File: config.mk
export PLATFORM = sky130hd
export DESIGN_NAME = ssi_wmul
export DESIGN_NICKNAME = d
export VERILOG_FILES = /design/src/rtl/ssi_wmul.sv
export SDC_FILE = /design/constraint.sdc
export NUM_CORES = 2
export LEC_CHECK = 0
export BUFFER_PORTS_ARGS = -buffer_cell sky130_fd_sc_hd__buf_4
export CORE_AREA = 8 8 403 405
export CTS_CLUSTER_DIAMETER = 100
export DETAILED_ROUTE_END_ITERATION = 10
export DIE_AREA = 0 0 411 413
export RECOVER_POWER = 50
export SYNTH_ARGS = -nofsm -noshare
export SYNTH_HDL_FRONTEND = slang
export SYNTH_SLANG_ARGS = --single-unit
File: constraint.sdc
create_clock -name clk -period 7.3 [get_ports clk]
set_clock_uncertainty 0.2 [all_clocks]
set_input_delay 0.365 -clock clk [delete_from_list [all_inputs] [get_ports clk]]
set_output_delay 0.365 -clock clk [all_outputs]
set_load 0.01 [all_outputs]
File: src/rtl/ssi_wmul.sv
`default_nettype none
// two-stage unsigned multiplier built from four half-width partial products
module ssi_wmul #(
	parameter int W = 42
) (
	input  wire logic           clk,
	input  wire logic           en,
	input  wire logic [W-1:0]   a,
	input  wire logic [W-1:0]   b,
	output logic      [2*W-1:0] p
);
	localparam int H = W / 2;
	localparam int L = W - H;

	logic [2*L-1:0]   pp_ll_s1;
	logic [L+H-1:0]   pp_lh_s1;
	logic [L+H-1:0]   pp_hl_s1;
	logic [2*H-1:0]   pp_hh_s1;
	logic [2*W-1:0]   p_s2;

	always_ff @(posedge clk) begin
		if (en) begin
			pp_ll_s1 <= a[L-1:0] * b[L-1:0];
			pp_lh_s1 <= a[L-1:0] * b[W-1:L];
			pp_hl_s1 <= a[W-1:L] * b[L-1:0];
			pp_hh_s1 <= a[W-1:L] * b[W-1:L];
			p_s2     <= (2*W)'(pp_ll_s1)
			          + ((2*W)'(pp_lh_s1) << L)
			          + ((2*W)'(pp_hl_s1) << L)
			          + ((2*W)'(pp_hh_s1) << (2*L));
		end
	end

	assign p = p_s2;
endmodule
`default_nettype wire

# Word-level counts from Yosys, hierarchy flattened
# Cells that the tools add are included.
[word_totals]
wordCells = 12
in_bits = 86
reg_bits = 252
[classes]
multipliers = 4
add_sub_neg = 3
[ops]
columns = ["cell", "count"]
rows = [
  ["21-bit by 21-bit multiplier with 42-bit output", 4],
  ["65-bit by 84-bit adder with 84-bit output", 1],
  ["64-bit by 63-bit adder with 65-bit output", 1],
  ["42-bit by 63-bit adder with 64-bit output", 1],
]

# Depth between registers and ports, before layout
[logic_depth]
depth_word = 3
ltp_mapped = 28
mapped_depth_nobuf = 26

# Least setup slack after synthesis
# No wires, ideal clock.
[synth_timing]
kind = "in2reg"
from = "input b[14]"
to = "register pp_ll_s1[41] (data pin)"
required_time_ns = 6.840
setup_ns = 0.260
path_buffers = 2
path_stages = 26
path_slack_ns = 0.318
t_arrival_ns = 6.522
cell_sequence = "clkbuf_1 clkbuf_1 nand2_1 fa_1 inv_1 fa_1 inv_1 fa_1 inv_1 fa_1 fa_1 fa_1 inv_1 fa_1 inv_1 ha_1 a21oi_1 nand2_1 a2111oi_0 a21boi_0 o21ai_1 o21ai_2 o22a_1 o311ai_0 a21oi_1 xnor2_1"
[synth_via]
elab_chain_cells = 1
[synth_lines]
columns = ["item", "line", "text"]
rows = [
  ["from (decl)", "9", "input wire logic [W-1:0] b,"],
  ["21-bit by 21-bit multiplier with 42-bit output", "23", "pp_ll_s1 <= a[L-1:0] * b[L-1:0];"],
  ["to (signal assigned)", "23", ""],
  ["to (decl)", "15", "logic [2*L-1:0] pp_ll_s1;"],
]
# No other way between the ends.
# A chain may end at the register's enable or synchronous reset.

# Final worst setup path
[layout_timing]
from = "input b[6]"
to = "register pp_hl_s1[39] (data pin)"
[layout_via]
elab_chain_cells = 1
[layout_lines]
columns = ["item", "line", "text"]
rows = [
  ["21-bit by 21-bit multiplier with 42-bit output", "25", "pp_hl_s1 <= a[W-1:L] * b[L-1:0];"],
  ["to (signal assigned)", "25", ""],
  ["to (decl)", "17", "logic [L+H-1:0] pp_hl_s1;"],
]
# No other way between the ends.

==> out/results.tsv <==
stage	metric	value	unit
run_status	status	finished with violations	
run_status	violations	max-capacitance violations, max-slew violations	
worst_setup_path	path_class	in -> reg	
job	maxCapViolations	2	
floorplanning	die_h	413	um
sta	timing.fmax	142.5	MHz
yosys	yosys-top-cells-count	inv_1 (1649), fa_1 (1475), and2_1 (1039)	
clock_tree	cts_max_level	2	
yosys	synth_top_cell_by_area	fa_1	
sta	rsz0062_at_grt	false	
sta	worst_slew_pin_slew	3.993	ns
yosys	synthFlopType	edfxtp_1	
min_path	min_path_type	reg -> reg	
yosys	synthSimpleGateAreaFrac	16.08	%
drt	drtIter0Drc	3104	
floorplanning	std_cell_rows	145	
clock_tree	clock_path_buffers	3	
yosys	yosysSeqAreaShare	10.86	%
clock_tree	cts.clk_slew.worst_paths	0.06	ns
worst_setup_path	crit_arrival	7.12	ns
floorplanning	die_x	411	um
clock_tree	hold_buffers	0	
yosys	ys_seq_elements	252	
yosys	synth_top_family_by_area	adder cells	
place	globalplace.congestion	0.9138	
worst_setup_path	cp.required	7.41	ns
global_route	grt_max_degree	118	
drt	routedWlPerCell	20.01	um
clock_tree	worstSkewPairLatency	0.58	ns
yosys	syn_area_per_cell	9.451	um2
clock_tree	postCtsSetupBuffers	0	
yosys	syn_nets	9583	
floorplanning	initial_core_util	44.76	%
global_route	grt_pass1_vias	54920	
floorplanning	dieArea	169700	um2
global_route	grt_antenna_before_repair	11	
drt	dr.pass1.iters	7	
layout	final-seq-area	7567	um2
clock_tree	cts_buffers	35	
yosys	syn_area	69670	um2
global_route	grt_overflow	0	
yosys	yosys_warnings	0	
clock_tree	cts_root_buffer	clkbuf_16	
clock_tree	post_cts_resized	0	
drt	detail-route-antenna-nets	0	
layout	layoutNonFillerInstCount	9783	
yosys	synth_area_leaders	fa_1 (42%), ha_1 (12%), edfxtp_1 (11%), and2_1 (9.3%), inv_1 (8.9%)	
layout	syn_to_final_growth	10.82	%
drt	drc_errors	0	
worst_setup_path	crit_path_end_kind	register	
drt	drt_wl_total	195.8	mm
global_route	grt_util_all_layers	23.45	%
global_route	grt_pass1_wl	311.7	mm
layout	n_fill_cell	14695	
sta	post-route-period-util	96.14	%
drt	via_per_inst	5.172	
yosys	synthMuxAreaShare	0.01437	%
yosys	yosys.cell_types.count	72	
sta	final-hold-violation-count	0	
yosys	synth_adder_area_share	54.06	%
worst_setup_path	startpoint_type	input pin	
layout	drive_gt1_share	8.679	%
floorplanning	core	155700	um2
place	dp.cells	9716	
layout	nets	9906	
clock_tree	cts_tree	yes	
sta	relSlewSlack	-166.2	%
place	dp_hpwl	165.7	mm
clock_tree	clock_sinks	252	
sta	setup_tns	0	ns
yosys	yosysMostFrequentCell	inv_1	
drt	dr_total_vias	50601	
sta	setup_viol	0	
worst_setup_path	cp_max_fo	17	
yosys	syn_inst	7372	
layout	multi_input_area	54560	um2
sta	report.final.slew_viol_count	188	
yosys	synth-edff-count	252	
yosys	synthXorXnorAreaFrac	2.665	%
sta	finalCriticalPeriod	7.018	ns
yosys	synth_top_cell_area_share	42.38	%
yosys	synth-async-reset-ratio	0	%
place	io_buffers	169	
yosys	synth_compound_area_share	5.422	%
floorplanning	ioPinCount	170	
==> worst max-delay path, cell delays in order <==
cell,delay (ns)
buf_4,0.14
buf_12,0.17
and2_2,0.25
fa_1,0.55
inv_1,0.06
fa_1,0.56
fa_1,0.46
fa_1,0.56
inv_1,0.05
fa_1,0.45
fa_1,0.53
inv_1,0.06
fa_1,0.51
inv_1,0.06
ha_1,0.32
a21oi_1,0.20
o21ai_0,0.10
a21oi_1,0.13
buf_4,0.15
a21boi_0,0.13
o31a_1,0.39
buf_4,0.16
a21bo_2,0.21
a32oi_1,0.25
nor3_1,0.08
nor2_1,0.12
xnor2_1,0.08
==> cell type report <==
cell class / instances / share of cell area [%]
well taps: 2058 / 3.335
multi-input cells: 5097 / 70.66
flip-flops and latches: 252 / 9.801
clock buffers: 38 / 1.149
repair buffers: 660 / 6.625
inverters: 1649 / 8.017
clock inverters: 24 / 0.4003
diodes: 5 / 0.01620
==> per-stage QoR <==
stage	hold WS, ns	cell area, um2	worst slack [ns]	utilization [%]
finish	0.2179	77210	0.2819	49.60
global route	0.2216	77200	0.01549	49.59
CTS	0.05309	77470	0.1165	49.77
detailed placement	0.2052	76280	-0.4477	49.00
global placement	0.2012	76280	-0.6248	49.00
floorplan	0.2003	69670	0.3178	-
==> per-layer routing <==
layer | vias to the layer above | wire, um | track usage, %
met5 | - | 13 | 0
met4 | 2 | 7229 | 7.335
met3 | 289 | 11700 | 3.641
met2 | 1397 | 95450 | 39.99
met1 | 26201 | 81400 | 30.83
li1 | 22712 | - | -
==> cell families (layout without fill, tap and decap cells) <==
kind of cell / after synthesis / after routing
flops: 252 / 252
xor+xnor: 212 / 212
other cells: 0 / 5
buf+inv: 2023 / 2371
simple gates: 2178 / 2178
mux: 1 / 1
fa+ha+maj: 2125 / 2125
compound gates: 581 / 581
==> worst paths after layout <==
path                     start      endpoint  slack (ns)  depth (start not counted)
setup / recovery          b[6]  pp_hl_s1[39]        0.28                         27
hold / removal    pp_ll_s1[15]         p[15]        0.22                          0
setup reg to reg  pp_ll_s1[38]         p[83]        2.46                         12
hold reg to reg   pp_ll_s1[15]         p[15]        0.22                          0
==> sequential cells by signal, summed over array words and instances, names as in the netlist <==
signal,cells
p,84
pp_hh_s1,42
pp_hl_s1,42
pp_lh_s1,42
pp_ll_s1,42
==> layout by cell type, fill, tap and decap left out, types with 27 or more instances in the layout <==
cell type	instances
clkbuf_1	85
buf_4	538
o21ai_0	80
and2_1	1036
a21o_1	111
a21oi_1	207
ha_1	650
buf_12	37
xnor2_1	143
clkbuf_16	35
edfxtp_1	252
nand4_1	34
fa_1	1475
o21bai_1	31
inv_1	1649
nor2_1	101
nand3_1	46
nand2_1	841
xor2_1	69
nor2b_1	27
Power is left out: the tool's default activity adds up to more than one toggle a clock period on the data nets, which glitch-free logic cannot reach.
